==> src/hw/rtl/fkw_pkg.sv <==
package fkw_pkg;

   localparam logic [31:0] SEED_BASE   = 32'd123456789;
   localparam logic [30:0] PM_MOD      = 31'h7fff_ffff;
   localparam logic [14:0] PM_MULT     = 15'd16807;
   localparam logic [30:0] HALF_DRAW   = 31'h4000_0000;
   localparam logic [63:0] ONE_Q30     = 64'h0000_0000_4000_0000;
   localparam logic [63:0] SLIM        = 64'h4000_0000_0000_0000;
   localparam int          QUEUE_DEPTH = 2;

   localparam logic [31:0] RST_INV_A_SQ  = 32'd268435456;
   localparam logic [31:0] RST_INV_B_SQ  = 32'd1073741824;
   localparam logic [31:0] RST_TIME_STEP = 32'd1073742;
   localparam logic [31:0] RST_STEP_SIZE = 32'd48019194;
   localparam logic [23:0] RST_MAX_STEPS = 24'd1000000;

   typedef enum logic [2:0] {
      CSR_INV_A_SQ,
      CSR_INV_B_SQ,
      CSR_TIME_STEP,
      CSR_STEP_SIZE,
      CSR_MAX_STEPS
   } csr_idx_type;

   typedef enum logic [1:0] {
      SH_26,
      SH_28,
      SH_30,
      SH_31
   } shift_type;

   typedef enum logic [1:0] {
      MV_NONE,
      MV_PLUS,
      MV_MINUS
   } move_type;

   typedef enum logic [3:0] {
      S_IDLE,
      S_POT,
      S_POT_SUM,
      S_POT_FIN,
      S_CHECK,
      S_DRAW,
      S_MOVE,
      S_WGT,
      S_OUTS,
      S_OUTS_CMP,
      S_PUSH
   } walk_state_type;

   typedef struct packed {
      logic [31:0] inv_a_sq;
      logic [31:0] inv_b_sq;
      logic [31:0] time_step;
      logic [31:0] step_size;
      logic [23:0] max_steps;
   } cfg_type;

   typedef struct packed {
      logic        start;
      shift_type   shift;
      logic [63:0] a;
      logic [63:0] b;
   } mul_req_type;

   typedef struct packed {
      logic        done;
      logic [63:0] value;
   } mul_rsp_type;

endpackage

==> src/hw/rtl/fkw_front.sv <==
module fkw_front #(
   parameter int COORD_WIDTH = 32
) (
   input  logic                     req_push,
   output logic                     req_full,
   input  logic signed [31:0]       req_start_x,
   input  logic signed [31:0]       req_start_y,
   input  logic [29:0]              req_trial_index,
   input  logic                     job_full,
   output logic                     job_push,
   output logic [2*COORD_WIDTH+30:0] job_data
);
   import fkw_pkg::*;

   localparam logic signed [65:0] CMAX = (66'sd1 <<< (COORD_WIDTH - 1)) - 66'sd1;
   localparam logic signed [65:0] CMIN = -CMAX - 66'sd1;

   logic signed [COORD_WIDTH-1:0] x_sat, y_sat;
   logic [31:0]                   seed_sum;

   function automatic logic signed [COORD_WIDTH-1:0] sat_start(logic signed [31:0] v);
      logic signed [65:0] ve;
      ve = 66'(v);
      if (ve > CMAX) return COORD_WIDTH'(CMAX);
      if (ve < CMIN) return COORD_WIDTH'(CMIN);
      return COORD_WIDTH'(ve);
   endfunction

   assign x_sat    = sat_start(req_start_x);
   assign y_sat    = sat_start(req_start_y);
   // seed stays below 2^31 - 1 for every index
   assign seed_sum = SEED_BASE + 32'(req_trial_index);

   assign req_full = job_full;
   assign job_push = req_push & ~job_full;
   assign job_data = {x_sat, y_sat, seed_sum[30:0]};

endmodule

==> config.mk <==
export PLATFORM = sky130hd
export DESIGN_NAME = fkw_front
export DESIGN_NICKNAME = d
export VERILOG_FILES = /design/src/hw/rtl/fkw_pkg.sv /design/src/hw/rtl/fkw_front.sv
export SDC_FILE = /design/constraint.sdc
export NUM_CORES = 1
export LEC_CHECK = 0
export BUFFER_PORTS_ARGS = -buffer_cell sky130_fd_sc_hd__buf_2
export CORE_AREA = 2 2 74 76
export DETAILED_ROUTE_END_ITERATION = 10
export DIE_AREA = 0 0 76 78
export SLEW_MARGIN = 20
export SYNTH_ARGS = -nofsm -noshare
export SYNTH_HDL_FRONTEND = slang
export SYNTH_SLANG_ARGS = --single-unit
export TNS_END_PERCENT = 10
==> constraint.sdc <==
create_clock -name vclk -period 6.3
set_clock_uncertainty 0.1 [all_clocks]
set_input_delay 0.945 -clock vclk [all_inputs]
set_output_delay 0.945 -clock vclk [all_outputs]
set_load 0.02 [all_outputs]
==> flow_summary.json, run 1 <==
{
  "drt_iter0_drc": 65,
  "antenna_found_initial": 0,
  "synth_warnings": 0,
  "critPathSlowestCell": "or4_4",
  "slew_violations": 0,
  "power.share.sequential": 0,
  "overflow": 0,
  "critPathCaptureType": "primary output",
  "crit_chain": "buf_2 > or4_4 > or4b_4 > o21ai_2 > a21oi_1 > xnor2_1 > buf_2",
  "final_nets": 267,
  "relSlewSlack": 0.650,
  "grtUsageTotal": 0.0887,
  "slowest_delay_ns": 0.57,
  "start_util": 0.183,
  "ioPinCount": 193,
  "die_w_um": 76,
  "wl_per_cell_um": 12.1,
  "crit_required_ns": 5.25,
  "tightest_slew_ns": 0.520,
  "syn_nets": 266,
  "die_height_um": 78,
  "globalplace.congestion": 0.750,
  "tns_ns": 0,
  "holdCritStartpoint": "req_start_y[19]",
  "final_common_cell": "buf_2",
  "drcViolationCount": 0,
  "crit_path_start_kind": "input port",
  "detail_route.first_pass.iterations": 4,
  "netlist_area_um2": 925,
  "clock_power_share": 0,
  "final_cell_mix": "buf_2, nand2_1, xor2_1",
  "die_area_mm2": 0.00593,
  "worstPathMaxFanout": 6,
  "combPwrFrac": 1.000,
  "avgViaCountPerCell": 4.33,
  "cts_setup_buffers": 0,
  "clock.fmax_mhz": 257,
  "ys_seq_area_frac": 0,
  "synthToLayoutAreaGrowth_pct": 17.5,
  "p_switching_uw": 66.0,
  "vias": 1031,
  "period_minus_slack_ns": 3.88,
  "fillers": 595,
  "hold_viol": 0,
  "post-route-period-util": 0.616,
  "run_status": "completed",
  "rsz0062_at_grt": "false",
  "io_buffers": 65,
  "avgSynthCellArea_um2": 5.47,
  "maxCapViolCount": 0,
  "cellLeakagePower_nw": 0.536,
  "final_cells": 238,
  "coreArea_mm2": 0.00504,
  "crit_arrival_ns": 2.84,
  "critical_path.startpoint": "req_trial_index[16]",
  "numSequentialCells": 0,
  "dpl.cell_count": 238,
  "power.density_mw_per_mm2": 96.8,
  "wirelength_um": 2880,
  "ys_types": 35,
  "hp-class": "in2out",
  "setup_violations": 0,
  "synthCells": 169,
  "regArea_um2": 0,
  "rows": 26,
  "cts_resized": 0,
  "irDropWorstVdd_mv": 0.0261,
  "ant_nets": 0,
  "hpwl_um": 2550,
  "clock_buffers": 0,
  "cts_hold_buf": 0,
  "internal_power_uw": 39.1,
  "grt_max_degree": 11,
  "grt_pass1_vias": 987,
  "swShare": 0.628,
  "antenna_cells": 0,
  "crit_top_cell": "buf_2",
  "path_class": "in2out",
  "post_route_cells_drive_above_1_share": 0.411,
  "grt_pass1_wl_um": 4510
}
## layout make-up
class                           count  area (um^2)  share of cell area
Multi-Input combinational cell    101          666               0.613
Timing Repair Buffer               65          325               0.300
Tap cell                           70         87.6              0.0806
Inverter                            2         7.51             0.00691
## cell usage after synthesis (all sizes together)
| cell | count | area [um^2] |
|---|---|---|
| a21oi | 8 | 40.0 |
| buf | 1 | 7.51 |
| nand3 | 2 | 10.0 |
| a32oi | 1 | 8.76 |
| nor2 | 9 | 33.8 |
| a21boi | 1 | 11.3 |
| a21o | 2 | 15.0 |
| xnor2 | 12 | 105 |
| a2111oi | 1 | 8.76 |
| nand2b | 2 | 12.5 |
| inv | 2 | 7.51 |
| o21a | 2 | 15.0 |
| xor2 | 13 | 114 |
| clkbuf | 65 | 244 |
| o211a | 1 | 10.0 |
| or4b | 1 | 13.8 |
| and3b | 1 | 8.76 |
| nand4 | 1 | 6.26 |
| nor2b | 3 | 18.8 |
| ha | 1 | 12.5 |
| o31ai | 1 | 7.51 |
| nand3b | 1 | 7.51 |
| or3b | 1 | 8.76 |
| o211ai | 1 | 7.51 |
| or4 | 1 | 11.3 |
| and3 | 3 | 18.8 |
| o21ai | 8 | 43.8 |
| nor4 | 1 | 6.26 |
| a41oi | 2 | 17.5 |
| o41ai | 1 | 8.76 |
| nand2 | 16 | 60.1 |
| and4 | 1 | 8.76 |
| nor3 | 3 | 15.0 |
## power by group through the flow
| stage | Sequential, mW | Clock (mW) | Combinational (mW) |
|---|---|---|---|
| final | 0 | 0 | 0.105 |
| after global routing | 0 | 0 | 0.115 |
| after CTS | 0 | 0 | 0.106 |
| after detailed placement | 0 | 0 | 0.106 |
| after global placement | 0 | 0 | 0.106 |
| after floorplan | 0 | 0 | 0.104 |
## per-stage QoR
stage	instance area [um^2]	hold WS (ns)	worst slack [ns]	utilization	power, mW
after global routing	1090	1.79	2.21	0.215	0.115
final	1090	1.79	2.42	0.215	0.105
after CTS	1090	1.79	2.42	0.215	0.106
after detailed placement	1090	1.79	2.42	0.215	0.106
after floorplan	925	1.87	2.57	-	0.104
after global placement	1090	1.79	2.45	0.215	0.106
## path summary, 6_finish.rpt
| kind | to | slack [ns] | depth (start not counted) |
|---|---|---|---|
| setup / recovery | job_data[27] | 2.42 | 7 |
| hold / removal | job_data[50] | 1.79 | 0 |
## cells by family after synthesis
kind of cell,synth area share
fa+ha+maj,0.0135
xor+xnor,0.237
simple gates,0.260
buf+inv,0.280
compound gates,0.210
## critical path, delay by kind of cell
family / cells / cell delay [ns]
AO/OA/AOI/OAI: 2 / 0.31
XOR/XNOR: 1 / 0.17
buffers and inverters: 2 / 0.31
AND/OR/NAND/NOR: 2 / 1.11
## routing by layer
metal	wire [um]	vias up	track usage
met1	1060	438	0.102
met3	381	26	0.0349
met5	0	-	0
li1	-	511	-
met2	1340	56	0.146
met4	97	0	0.0382
Note: power is estimated with default switching activity, not from simulation.
==> run 2, diff against run 1 <==
Settings changed: ABC_AREA from default to 1, CORE_AREA 2 2 74 76 to default, CORE_UTILIZATION from default to 30, DIE_AREA 0 0 76 78 to default, PLACE_DENSITY from default to 0.77.
Clock period 6.3 ns to 3.31 ns, I/O delays scaled along.
==> run 2 against run 1 <==
  * Synthesized cell count is 110% higher
  * Sequential share of layout area stayed put
  * Critical path type unchanged
  * Core utilization is 13 points higher
  * Synthesized area is 74% higher
  * Wire length is 69% higher
  * Flip-flop and latch count stayed put
  * Cell area is 62% higher
==> flow_summary.json, run 2 <==
{
  "wirelength_um": 4870,
  "detail_route.first_pass.iterations": 4,
  "worstPathMaxFanout": 3,
  "critical_path.startpoint": "req_trial_index[0]",
  "post-route-period-util": 0.723,
  "final_cell_mix": "nand2_1, buf_2, nor2_1",
  "synthCells": 358,
  "crit_required_ns": 2.71,
  "critPathBufInv": 2,
  "avgSynthCellArea_um2": 4.49,
  "critPathSlowestCell": "ha_1",
  "avgViaCountPerCell": 4.69,
  "clock.fmax_mhz": 418,
  "synthXorXnorAreaFrac": 0.0763,
  "fillers": 630,
  "synthSimpleGateAreaFrac": 0.588,
  "netlist_area_mm2": 0.00161,
  "power.density_mw_per_mm2": 144,
  "synthTopCellsByArea": "nand2_1, clkbuf_1, nor2_1, inv_1, nand3_1",
  "tns_ns": 0,
  "syn_nets": 455,
  "hp-class": "in2out",
  "ant_nets": 0,
  "cts_resized": 0,
  "maxCapViolCount": 0,
  "yosys.area.top_type": "nand2_1",
  "ys_seq_area_frac": 0,
  "tightest_slew_ns": 0.264,
  "cts_hold_buf": 0,
  "clock_buffers": 0,
  "post-route-util": 0.343,
  "crit_top_cell": "nand2_1",
  "synth_common_cells": "nand2_1, clkbuf_1, nor2_1",
  "min_to": "job_data[34]",
  "holdCritStartpoint": "req_start_y[3]",
  "ys_types": 26,
  "synth.area.mux_share": 0,
  "multi_input_area_mm2": 0.00118,
  "post_route_cells_drive_above_1_share": 0.261,
  "grt_max_degree": 9,
  "place_area_mm2": 0.00176,
  "critPathCaptureType": "primary output",
  "drcViolationCount": 0,
  "antenna_found_initial": 0,
  "synthToLayoutAreaGrowth_pct": 9.49,
  "die_w_um": 75.2,
  "vias": 2000,
  "yosysMostFrequentCell": "nand2_1",
  "slowest_delay_ns": 0.24,
  "crit_path_start_kind": "input port",
  "setup_violations": 0,
  "holdPathStages": 0,
  "io_buffers": 65,
  "regArea_um2": 0,
  "cellLeakagePower_nw": 1.04,
  "globalplace.congestion": 0.885,
  "overflow": 0,
  "die_height_um": 75.2,
  "irDropWorstVdd_mv": 0.0569,
  "synthAdderAreaFrac": 0.00778,
  "wl_per_cell_um": 11.4,
  "final_cells": 426,
  "crit_arrival_ns": 1.80,
  "power_uw": 253,
  "synth_top_area_share": 0.282,
  "grtUsageTotal": 0.170,
  "numSequentialCells": 0,
  "rows": 26,
  "synth_warnings": 0,
  "crit_family": "simple AND/OR/NAND/NOR gates",
  "path_class": "in2out",
  "final_nets": 455,
  "die_area_mm2": 0.00566,
  "finalInstanceArea_mm2": 0.00176,
  "cts_setup_buffers": 0,
  "grt_pass1_wl_um": 7750,
  "slew_violations": 0,
  "coreArea_mm2": 0.00514,
  "dpl.cell_count": 426,
  "final_common_cell": "nand2_1",
  "relSlewSlack": 0.822,
  "grt_pass1_vias": 1794,
  "period_minus_slack_ns": 2.39,
  "crit_chain": "buf_2 > ha_1 > nand2_1 > nand3_1 > and2_2 > nand3_1 > nand2_1 > nand2_1 > nand2_1 > buf_2",
  "hpwl_um": 4190,
  "start_util": 0.313,
  "rsz0062_at_grt": "false",
  "antenna_cells": 0,
  "hold_viol": 0,
  "synth_compound_area_frac": 0.0615,
  "ioPinCount": 193,
  "drt_iter0_drc": 148,
  "run_status": "completed",
  "synth_top_family_by_area": "simple AND/OR/NAND/NOR gates"
}
run 2: how the worst max path moves through the flow:
stage / to / slack [ns] / depth (start not counted)
2_1_floorplan: job_data[16] / 1.13 / 7
3_3_place_gp: job_data[30] / 0.97 / 10
3_5_place_dp: job_data[14] / 0.93 / 9
4_1_cts: job_data[16] / 0.93 / 9
5_1_grt: job_data[16] / 0.80 / 9
6_report: job_data[22] / 0.92 / 10
run 2: cell families after synthesis:
kind of cell | count (synthesis)
AO/OA/AOI/OAI | 14
XOR/XNOR | 14
adder cells (fa/ha/maj) | 1
buffers and inverters | 112
AND/OR/NAND/NOR | 217
run 2: final cells by class:
cell class	instances	area share
multi-input combinational	246	0.670
inverter	45	0.0959
timing repair buffer	65	0.185
tap	70	0.0498
run 2: stage by stage:
stage	worst slack [ns]	hold WS, ns
floorplan	1.13	0.970
global placement	0.968	0.893
detailed placement	0.928	0.893
CTS	0.925	0.893
global route	0.805	0.893
finish	0.918	0.893
run 2: where the power goes:
part	total (mW)	internal, mW	switching (mW)
logic	0.253	0.0835	0.170
registers	0	0	0
clock network	0	0	0
run 2: per-layer routing:
| layer | GRT usage | wire length [um] | up-vias | part of all wire |
|---|---|---|---|---|
| met2 | 0.300 | 2280 | 71 | 0.47 |
| li1 | - | - | 1023 | - |
| met3 | 0.0174 | 384 | 26 | 0.079 |
| met1 | 0.215 | 2040 | 880 | 0.42 |
| met5 | 0 | 0 | - | 0 |
| met4 | 0.0597 | 164 | 0 | 0.034 |
