## config.mk

```make
export PLATFORM = sky130hd
export DESIGN_NAME = fkw_fifo
export DESIGN_NICKNAME = d
export VERILOG_FILES = /design/src/hw/rtl/fkw_fifo.sv
export SDC_FILE = /design/constraint.sdc
export NUM_CORES = 1
export LEC_CHECK = 0
export BUFFER_PORTS_ARGS = -buffer_cell sky130_fd_sc_hd__buf_2
export CORE_MARGIN = 4
export CORE_UTILIZATION = 50
export CTS_BUF_LIST = sky130_fd_sc_hd__clkbuf_4 sky130_fd_sc_hd__clkbuf_8
export CTS_CLUSTER_SIZE = 16
export DETAILED_ROUTE_END_ITERATION = 7
export PLACE_DENSITY = 0.75
export RECOVER_POWER = 50
export SYNTH_ARGS = -nofsm -noshare
export SYNTH_HDL_FRONTEND = slang
export SYNTH_SLANG_ARGS = --single-unit
```

## constraint.sdc

```tcl
create_clock -name clock -period 1.6 [get_ports clock]
set_input_delay 0.32 -clock clock [delete_from_list [all_inputs] [get_ports clock]]
set_output_delay 0.32 -clock clock [all_outputs]
set_load 0.03 [all_outputs]
```

## src/hw/rtl/fkw_fifo.sv

```systemverilog
module fkw_fifo #(
   parameter int WIDTH = 8,
   parameter int DEPTH = 2
) (
   input  logic             clock,
   input  logic             reset,
   input  logic             push,
   output logic             full,
   input  logic [WIDTH-1:0] wdata,
   input  logic             pop,
   output logic             empty,
   output logic [WIDTH-1:0] rdata
);
   localparam int PW = (DEPTH > 1) ? $clog2(DEPTH) : 1;
   localparam int CW = $clog2(DEPTH + 1);

   logic [WIDTH-1:0] mem_ff [DEPTH];
   logic [PW-1:0]    wr_ptr_ff, wr_ptr_in, rd_ptr_ff, rd_ptr_in;
   logic [CW-1:0]    count_ff, count_in;
   logic             do_push, do_pop;

   assign full    = (count_ff == CW'(DEPTH));
   assign empty   = (count_ff == '0);
   assign do_push = push & ~full;
   assign do_pop  = pop & ~empty;
   assign rdata   = mem_ff[rd_ptr_ff];

   always_comb begin
      wr_ptr_in = wr_ptr_ff;
      rd_ptr_in = rd_ptr_ff;
      count_in  = count_ff;
      if (do_push) begin
         wr_ptr_in = (wr_ptr_ff == PW'(DEPTH - 1)) ? '0 : wr_ptr_ff + 1'b1;
      end
      if (do_pop) begin
         rd_ptr_in = (rd_ptr_ff == PW'(DEPTH - 1)) ? '0 : rd_ptr_ff + 1'b1;
      end
      if (do_push && !do_pop) begin
         count_in = count_ff + 1'b1;
      end else if (!do_push && do_pop) begin
         count_in = count_ff - 1'b1;
      end
   end

   always_ff @(posedge clock) begin
      if (reset) begin
         wr_ptr_ff <= '0;
         rd_ptr_ff <= '0;
         count_ff  <= '0;
      end else begin
         wr_ptr_ff <= wr_ptr_in;
         rd_ptr_ff <= rd_ptr_in;
         count_ff  <= count_in;
      end
   end

   always_ff @(posedge clock) begin
      if (do_push) begin
         mem_ff[wr_ptr_ff] <= wdata;
      end
   end

endmodule

```

==> results of run 1 <==
==> placed cells by master (no fill, tap or decap) <==
cell	count
a21oi_1	2
and2_1	1
buf_2	16
buf_4	1
clkbuf_1	4
clkbuf_4	4
dfxtp_1	2
dfxtp_2	2
dfxtp_4	1
edfxtp_1	16
ha_1	1
inv_1	2
mux2_2	8
nor2_1	5
nor2b_4	1
o21ai_0	3
or3_1	2
xor2_1	3
==> power by group through the flow <==
| stage | Clock, uW | Sequential (uW) | Combinational (uW) |
|---|---|---|---|
| after global routing | 286 | 800 | 623 |
| final | 257 | 782 | 582 |
| after global placement | 0 | 780 | 571 |
| after floorplan | 0 | 746 | 474 |
| after detailed placement | 0 | 784 | 587 |
| after CTS | 266 | 779 | 589 |
==> state kept, by name, summed over array words and instances, names as in the netlist, named ones only <==
| register | count |
|---|---|
| mem_ff | 16 |
| count_ff | 2 |
| rd_ptr_ff | 1 |
| wr_ptr_ff | 1 |
==> layer usage <==
metal | GRT usage, % | up-vias
met2 | 19.26 | 11
met1 | 12.56 | 208
met4 | 9.677 | 0
met5 | 0 | -
met3 | 4.135 | 2
li1 | - | 228
==> metrics by stage <==
| step | utilization, % | setup WS (ns) | total power, uW |
|---|---|---|---|
| 6_report | 63.21 | 0.04301 | 1620 |
| 5_1_grt | 63.21 | -0.005207 | 1710 |
| 4_1_cts | 63.21 | 0.01279 | 1634 |
| 3_5_place_dp | 60.96 | 0.02895 | 1370 |
| 3_3_place_gp | 60.96 | 0.08161 | 1352 |
| 2_1_floorplan | - | 0.04644 | 1221 |
==> logic make-up after synthesis <==
group | count (synthesis)
fa+ha+maj | 1
flops | 21
compound gates | 5
buf+inv | 3
mux | 8
simple gates | 9
xor+xnor | 3
==> repair_timing <==
| item | CTS | global route |
|---|---|---|
| endpoints found under the setup margin | 8 | 2 |
| resized for setup | 2 | 4 |
| pin swaps | 0 | 0 |
==> path summary, 6_finish.rpt <==
kind                                  start      endpoint  slack, ns  depth (start not counted)
worst max-delay path               register      rdata[5]       0.04                          2
worst min-delay path               wdata[1]  mem_ff[0][1]       0.21                          1
worst max register to register  count_ff[0]   count_ff[1]       0.07                          4
worst min register to register    wr_ptr_ff     wr_ptr_ff       0.51                          2
==> area by class of cell <==
cell class / instances / area (um2)
clock buffers: 4 / 30.03
fillers: 121 / 554.3
inverters: 2 / 7.507
multi-input cells: 26 / 205.2
flip-flops and latches: 21 / 586.8
well taps: 16 / 20.02
repair buffers: 21 / 102.6
==> impl_results.md, run 1 <==
* Power per Cell Area at 1702 nW/um2
* Placer Congestion at 0.7076
* CP max stage delay at 0.42 ns
* Clk pin slew, worst setup/hold paths at 0.10 ns
* Maximum vdd ir drop at 0.9991 mV
* Die area at 2288 um2
* Max layer used: met4
* Clock Latency Late Sink at 0.29 ns
* Synth unique cells at 13
* Synth top area share at 60.57%
* Vias in the first global route at 410
* First-pass DRT Iterations at 2
* Net Sw Frac at 35.32%
* CP required at 1.28 ns
* Die height at 47.83 um
* Final setup violation count at 0
* Layout cells sized above 1 at 44.59%
* Worst hold path type: input port to register
* CP top delay family: flip-flops
* Worst Skew at 0.002164 ns
* Mapped Area at 793.3 um2
* Post-DP Area at 918.4 um2
* Area leader, netlist: edfxtp_1
* CP Cell Sequence: mux2_2 > buf_4
* Int Pwr at 1048 uW
* #FFs+latches synth at 21
* Core Area at 1506 um2
* Gr usage total at 11.98%
* Syn Inst Count at 50
* First-pass GRT wire length at 1.718 mm
* Sink Count at 21
* Worst Tran Pin Value at 0.3661 ns
* Post-synthesis compound-gate area fraction at 3.155%
* Buf/Inv on CP at 1
* Slowest cell on crit path: dfxtp_4
* RSZ-0062 raised after global routing: true
* Post-route minimum period at 1.557 ns
* XOR/XNOR Fraction of Synth Area at 3.312%
* Initial antenna violation count at 0
* Mux share of post-synthesis cell area at 11.36%
* Post-synth EDFFs at 16
* Max-slew headroom at 75.60%
* Vias/cell at 4.989
* H-Tree Level Count at 1
* Site row count at 14
* Switch Pwr at 572.4 uW
* F_max at 0.6423 GHz
* Crit share post-route at 97.31%
* Iteration-0 DRC Markers at 3
* Critical path endpoint category: primary output
* Wl on met1 at 499 um
* Max clock buf depth at 2
* CTS Root Cell: clkbuf_4
* Synthesized-area fraction occupied by adder cells at 1.577%
* Dominant synthesized flop cell: edfxtp_1
* Mean area per synthesized cell at 15.87 um2
* Combinational share of power at 35.9%
* Total CTS buffers at 3
* Slew Viols, Final at 0
* Ranking of synthesized cells by area: edfxtp_1 (61%), dfxtp_1 (13%), mux2_2 (11%), xor2_1 (3.3%), nor2_1 (2.4%)
* Max_cap viols at 0
* Syn nets at 63
* Setup crit start kind: register
* WP data arrival at 1.24 ns
* CTS tree: built
* Layout Nets at 88
* IO buf count at 21
* Wire per inst at 13.53 um
* TNS Setup at 0 ns
* Hold buffers post-CTS at 0
* Largest family of logic cells by synthesized area: multiplexers
* Post-Synth Simple-Gate Area at 5.836%
* Io pins at 22
* Min Hold Slack at 0.2100 ns
* Synth top cells by count: edfxtp_1 (16), mux2_2 (8), dfxtp_1 (5), nor2_1 (5)
* Post-DP HPWL at 910.6 um
* Count leader, synth: edfxtp_1
* Sequential area share after synthesis at 73.19%
* Vias after detailed routing at 449
* Status: finished, final reports clean
* Final wirelength at 1.218 mm
* DR WL met2 at 609 um
* Placed instance count at 86
* Synthesis warning total at 0
* Synthesis-to-layout area growth at 20.03%
* Part of the power in registers at 48.3%
* Synth async-reset ratio at 0%
* Setup Fix Bufs, Post-CTS at 0
* Max FO, Critical Path at 8
* Design area at 952.2 um2
* Met3 WL post-DR at 88 um
* Leak at 0.0003741 uW
* GRT Residual Overflow at 0
* Kind of critical path: register to primary output
* Die Wd at 47.83 um
* Final Hold Viols at 0
* Ant diodes at 0
* Detailed-route DRC error count at 0
* Post-DRT Antenna Nets at 0
* Largest net degree at the start of global routing at 12
* Layout Cells excl Fill at 90
* Clock network power share at 15.8%
* Starting Density at 52.66%
(Power assumes the default switching activity.)
==> run 2, diff against run 1 <==
--- a/config.mk
+++ b/config.mk
@@ -11,7 +11,7 @@
 export CTS_BUF_LIST = sky130_fd_sc_hd__clkbuf_4 sky130_fd_sc_hd__clkbuf_8
 export CTS_CLUSTER_SIZE = 16
 export DETAILED_ROUTE_END_ITERATION = 7
-export PLACE_DENSITY = 0.75
+export PLACE_DENSITY = 0.73
 export RECOVER_POWER = 50
 export SYNTH_ARGS = -nofsm -noshare
 export SYNTH_HDL_FRONTEND = slang
==> run 2 against run 1 <==
Against the previous run:
- via count rose by 5.8%
- routed wire length fell by 1.3%
- clock-buffer cell count did not move
- utilization rose by 1.9 points
- global-route usage rose by 0.16 points
- clock power barely moved
- sequential share of layout area fell by 1.8 points
- hold slack got worse by 0.0032 ns
- worst setup slack improved by 0.0093 ns
- largest power group unchanged
==> impl_results.md, run 2 (synthesized netlist as in run 1, its figures left out) <==
* Post-DP HPWL at 882.8 um (-3.1%)
* Multi-input logic area at 205.2 um2 (unchanged)
* Final wirelength at 1.202 mm (-1.3%)
* Crit share post-route at 96.73% (-0.58 points)
* R2R Path Start: count_ff[1]
* Total CTS buffers at 3 (unchanged)
* Critical path endpoint category: primary output
* CTS tree: built
* Layout Nets at 88 (unchanged)
* Hold depth at 1 (unchanged)
* Max reg flops at 16 (unchanged)
* Setup crit start kind: register
* Die Wd at 47.83 um (unchanged)
* Final Hold Viols at 0 (unchanged)
* Clock network power share at 15.5% (-0.3 points)
* Clk pin slew, worst setup/hold paths at 0.10 ns (about the same)
* Wire per inst at 13.36 um (-1.3%)
* Worst Tran Pin Value at 0.4021 ns (+0.03606 ns)
* First-pass GRT wire length at 1.876 mm (+9.2%)
* Vias/cell at 5.278 (+5.8%)
* Detailed-route DRC error count at 0 (unchanged)
* Pre-CTS WS at 0.02326 ns (-0.005691 ns)
* CP Cell Sequence: mux2_2 > buf_2
* Part of the power in registers at 47.0% (-1.3 points)
* R2R cell count at 5 (+1)
* Max-slew headroom at 73.19% (-2.4 points)
* Vias in the first global route at 462 (+13%)
* R2R Setup Slk at 0.12 ns (+0.05 ns)
* Switch Pwr at 580.9 uW (+1.5%)
* Buf/Inv on CP at 1 (unchanged)
* Fill cells at 115 (-5.0%)
* CP required at 1.28 ns (about the same)
* CTS Root Cell: clkbuf_4
* Combinational share of power at 37.5% (+1.6 points)
* Status: finished, final reports clean
* Commonest cells after routing, fill and taps aside: edfxtp_1 (16), buf_2 (12), mux2_2 (8)
* Core Area at 1506 um2 (unchanged)
* Largest Register: mem_ff
* Worst hold path type: input port to register
* Sink Count at 21 (unchanged)
* Top Registers: mem_ff x16, count_ff x2
* Largest net degree at the start of global routing at 12 (unchanged)
* Power per Cell Area at 1700 nW/um2 (about the same)
* Vias after detailed routing at 475 (+5.8%)
* Final Power at 1668 uW (+2.9%)
* Register area at 586.8 um2 (unchanged)
* Final worst slack at 0.05232 ns (+0.009309 ns)
* Placer Congestion at 0.7008 (-0.96%)
* Initial antenna violation count at 0 (unchanged)
* Net Sw Frac at 34.83% (-0.50 points)
* IO buf count at 21 (unchanged)
* Placed instance count at 86 (unchanged)
* Worst R2R End: count_ff[1]
* Ant diodes at 0 (unchanged)
* Layout cells sized above 1 at 45.95% (+1.4 points)
* Max FO, Critical Path at 8 (unchanged)
* CP top delay family: flip-flops
* Final setup violation count at 0 (unchanged)
* Slowest cell on crit path: dfxtp_4
* Leak at 0.0003867 uW (+3.4%)
* Iteration-0 DRC Markers at 18 (+15)
* Layout Cells excl Fill at 90 (unchanged)
* Worst Skew at 0.001242 ns (-0.0009222 ns)
* Post-route minimum period at 1.548 ns (-0.009309 ns)
* Site row count at 14 (unchanged)
* Post-DRT Antenna Nets at 0 (unchanged)
* WP data arrival at 1.23 ns (about the same)
* Gr usage total at 12.14% (+0.16 points)
* GRT Residual Overflow at 0 (unchanged)
* Kind of critical path: register to primary output
* F_max at 0.6461 GHz (+0.60%)
* Synthesis-to-layout area growth at 23.66%
* TNS Setup at 0 ns (unchanged)
* Clock Latency Late Sink at 0.29 ns (about the same)
* Die height at 47.83 um (unchanged)
* Max clock buf depth at 2 (unchanged)
* Starting Density at 52.66% (unchanged)
* Io pins at 22 (unchanged)
* H-Tree Level Count at 1 (unchanged)
* Maximum vdd ir drop at 0.8901 mV (-11%)
* CP max stage delay at 0.42 ns (about the same)
* Die area at 2288 um2 (unchanged)
* Int Pwr at 1087 uW (+3.7%)
* RSZ-0062 raised after global routing: false
* Worst Hold End: mem_ff[0][3]
* Slew Viols, Final at 0 (unchanged)
* Max_cap viols at 0 (unchanged)
* Worst hold start: wdata[3]
* Most common cell after layout, fill and taps aside: edfxtp_1
* First-pass DRT Iterations at 2 (unchanged)
==> run 2: stage by stage <==
stage / hold slack [ns] / util [%] / cell area [um2]
after floorplan: 0.3891 / - / 798.3
after detailed placement: 0.4855 / 60.96 / 918.4
final: 0.2068 / 65.12 / 980.9
after global placement: 0.4753 / 60.96 / 918.4
after CTS: 0.1953 / 63.21 / 952.2
after global routing: 0.1942 / 65.12 / 980.9
==> run 2: worst reg2reg max path: stages, from the launching register on <==
cell	delay [ns]
dfxtp_2	0.37
nor2b_4	0.17
nor2_1	0.06
ha_1	0.31
or3_1	0.37
a21oi_1	0.13
==> run 2: worst max-delay path by stage <==
| stage | start | end | slack, ns | depth (start not counted) |
|---|---|---|---|---|
| 2_1_floorplan | count_ff[1] | count_ff[1] | 0.05 | 5 |
| 3_3_place_gp | count_ff[0] | count_ff[1] | 0.08 | 4 |
| 3_5_place_dp | count_ff[0] | count_ff[1] | 0.02 | 4 |
| 4_1_cts | count_ff[0] | count_ff[1] | 0.01 | 4 |
| 5_1_grt | register | rdata[3] | 0.002 | 2 |
| 6_report | register | rdata[3] | 0.05 | 2 |
==> run 2: area by class of cell <==
cell class	count	share of cell area, %
Sequential cell	21	59.82
Multi-Input combinational cell	26	20.92
Timing Repair Buffer	21	13.39
Clock buffer	4	3.061
Tap cell	16	2.041
Inverter	2	0.7653
==> run 2: routing by layer <==
| layer | wire length (um) | vias up | GRT usage (%) |
|---|---|---|---|
| li1 | - | 228 | - |
| met2 | 630 | 16 | 21.11 |
| met5 | 0 | - | 0 |
| met3 | 79 | 4 | 3.383 |
| met1 | 473 | 227 | 13.29 |
| met4 | 19 | 0 | 6.452 |
==> run 2: power groups by stage <==
stage / logic, uW / registers, uW / clock network, uW
final: 626 / 783 / 258
after global routing: 683 / 797 / 287
after CTS: 584 / 778 / 269
after detailed placement: 583 / 783 / 0
after global placement: 573 / 780 / 0
after floorplan: 474 / 746 / 0
==> run 2: timing repair <==
item                                    CTS  global route
hold buffers                              0             0
endpoints found under the setup margin    8             7
resized for setup                         2            19
setup buffers                             0             0
==> run 3, diff against run 2 <==
--- a/config.mk
+++ b/config.mk
@@ -11,7 +11,7 @@
 export CTS_BUF_LIST = sky130_fd_sc_hd__clkbuf_4 sky130_fd_sc_hd__clkbuf_8
 export CTS_CLUSTER_SIZE = 16
 export DETAILED_ROUTE_END_ITERATION = 7
-export PLACE_DENSITY = 0.73
+export PLACE_DENSITY_LB_ADDON = 0.15
 export RECOVER_POWER = 50
 export SYNTH_ARGS = -nofsm -noshare
 export SYNTH_HDL_FRONTEND = slang
==> run 3 against run 2 <==
Against the previous run:
- critical path depth stayed put
- sequential share of layout area is 1.7 points higher
- final area is 2.8% lower
- hold slack better by 0.0028 ns
- power is 3.0% lower
- clock-buffer cell count stayed put
- routed wire length is 4.2% lower
- first-iteration DRC count is 89% lower
- register-to-register slack worse by 0.03 ns
- largest power group unchanged
- highest routed layer unchanged
==> impl_results.md, run 3 (synthesized netlist as in run 1, its figures left out) <==
* Layout cells sized above 1 at 45.95% (unchanged)
* Setup Fix Bufs, Post-CTS at 0 (unchanged)
* GRT Residual Overflow at 0 (unchanged)
* Layout Nets at 88 (unchanged)
* Die height at 47.83 um (unchanged)
* Final wirelength at 1.151 mm (-4.2%)
* Worst hold path type: input port to register
* Initial antenna violation count at 0 (unchanged)
* Placer Congestion at 0.6311 (-9.9%)
* F_max at 0.6476 GHz (+0.23%)
* Post-DP Area at 918.4 um2 (unchanged)
* Clk pin slew, worst setup/hold paths at 0.11 ns (about the same)
* IO buf count at 21 (unchanged)
* CP required at 1.28 ns (about the same)
* Net Sw Frac at 35.21% (+0.38 points)
* R2R Setup Slk at 0.09 ns (-0.03 ns)
* Worst Tran Pin Value at 0.3807 ns (-0.02143 ns)
* Die Wd at 47.83 um (unchanged)
* Total CTS buffers at 3 (unchanged)
* Final Core Density at 63.29% (-1.8 points)
* Max_cap viols at 0 (unchanged)
* Ant diodes at 0 (unchanged)
* Leak at 0.0003768 uW (-2.5%)
* Max reg flops at 16 (unchanged)
* Worst hold start: wdata[5]
* Hold buffers post-CTS at 0 (unchanged)
* Max FO, Critical Path at 8 (unchanged)
* Commonest cells after routing, fill and taps aside: buf_2 (17), edfxtp_1 (16), mux2_2 (8)
* R2R cell count at 5 (unchanged)
* Largest net degree at the start of global routing at 12 (unchanged)
* Crit share post-route at 96.51% (-0.22 points)
* Kind of critical path: register to primary output
* Critical path endpoint category: primary output
* Post-DP HPWL at 848.4 um (-3.9%)
* H-Tree Level Count at 1 (unchanged)
* WP data arrival at 1.22 ns (about the same)
* Vias in the first global route at 464 (+0.43%)
* Clock network power share at 15.9% (+0.4 points)
* Power per Cell Area at 1697 nW/um2 (-0.19%)
* Synthesis-to-layout area growth at 20.19%
* Max clock buf depth at 2 (unchanged)
* Fill cells at 125 (+8.7%)
* Design area at 953.4 um2 (-2.8%)
* Post-route minimum period at 1.544 ns (-0.003550 ns)
* First-pass GRT wire length at 1.821 mm (-2.9%)
* Max-slew headroom at 74.62% (+1.4 points)
* First-pass DRT Iterations at 2 (unchanged)
* CTS tree: built
* Io pins at 22 (unchanged)
* Slew Viols, Final at 0 (unchanged)
* Detailed-route DRC error count at 0 (unchanged)
* Final setup violation count at 0 (unchanged)
* Clock Latency Late Sink at 0.29 ns (about the same)
* Top Registers: mem_ff x16, count_ff x2
* Iteration-0 DRC Markers at 2 (-16)
* R2R Path Start: count_ff[1]
* TNS Setup at 0 ns (unchanged)
* Largest Register: mem_ff
* Site row count at 14 (unchanged)
* Worst Skew at 0.004056 ns (+0.002814 ns)
* Starting Density at 52.66% (unchanged)
* Vias/cell at 5.144 (-2.5%)
* Combinational share of power at 35.8% (-1.7 points)
* Core Area at 1506 um2 (unchanged)
* Die area at 2288 um2 (unchanged)
* Vias after detailed routing at 463 (-2.5%)
* Worst R2R End: count_ff[1]
* Setup crit start kind: register
* RSZ-0062 raised after global routing: false
* Sink Count at 21 (unchanged)
* Status: finished, final reports clean
* Multi-input logic area at 205.2 um2 (unchanged)
* Gr usage total at 11.98% (-0.16 points)
* Switch Pwr at 569.7 uW (-1.9%)
* CTS Root Cell: clkbuf_4
* Most common cell after layout, fill and taps aside: buf_2
* Worst Hold End: mem_ff[1][5]
* Int Pwr at 1048 uW (-3.6%)
* Register area at 586.8 um2 (unchanged)
* Wire per inst at 12.79 um (-4.2%)
* Part of the power in registers at 48.3% (+1.3 points)
* Maximum vdd ir drop at 1.025 mV (+15%)
* Post-DRT Antenna Nets at 0 (unchanged)
* Hold depth at 1 (unchanged)
* Final Hold Viols at 0 (unchanged)
==> run 3: worst max path at each step <==
stage	cells past startpoint	end	start	slack (ns)
2_1_floorplan	5	count_ff[1]	count_ff[1]	0.05
3_3_place_gp	4	count_ff[1]	count_ff[0]	0.08
3_5_place_dp	4	count_ff[1]	count_ff[0]	-0.02
4_1_cts	2	rdata[3]	register	0.03
5_1_grt	2	rdata[0]	register	0.0007
6_report	2	rdata[4]	register	0.06
==> run 3: layer usage <==
layer	track usage, %	vias to the layer above	part of all wire (%)
li1	-	231	-
met1	13.73	213	43
met2	19.26	15	48
met3	3.383	4	6.2
met4	8.065	0	2.3
met5	0	-	0
==> run 3: worst max-delay path, stage by stage (launching register included) <==
cell and delay, ns:
dfxtp_4 0.42, mux2_2 0.34, buf_2 0.18
==> run 3: layout make-up <==
type	instances	share of cell area (%)
sequential	21	61.55
multi-input combinational	26	21.52
timing repair buffer	21	10.89
clock buffer	4	3.150
tap	16	2.100
inverter	2	0.7874
==> run 3: per-stage QoR <==
stage	setup WS, ns	hold slack [ns]	instances	total power, uW
6_report	0.05587	0.2096	90	1618
5_1_grt	0.0007320	0.1863	90	1723
4_1_cts	0.02519	0.1956	90	1633
3_5_place_dp	-0.02472	0.4927	86	1367
3_3_place_gp	0.07610	0.4746	86	1354
2_1_floorplan	0.04644	0.3891	50	1221
==> run 3: repair_timing <==
item / CTS / global route
pin swaps: 0 / 0
endpoints found under the setup margin: 9 / 2
resized for setup: 3 / 4
==> run 3: power by group through the flow <==
stage          Combinational (uW)  Sequential [uW]  Clock, uW
4_1_cts                       584              779        270
5_1_grt                       637              795        291
3_5_place_dp                  582              785          0
3_3_place_gp                  573              781          0
2_1_floorplan                 474              746          0
6_report                      579              781        257
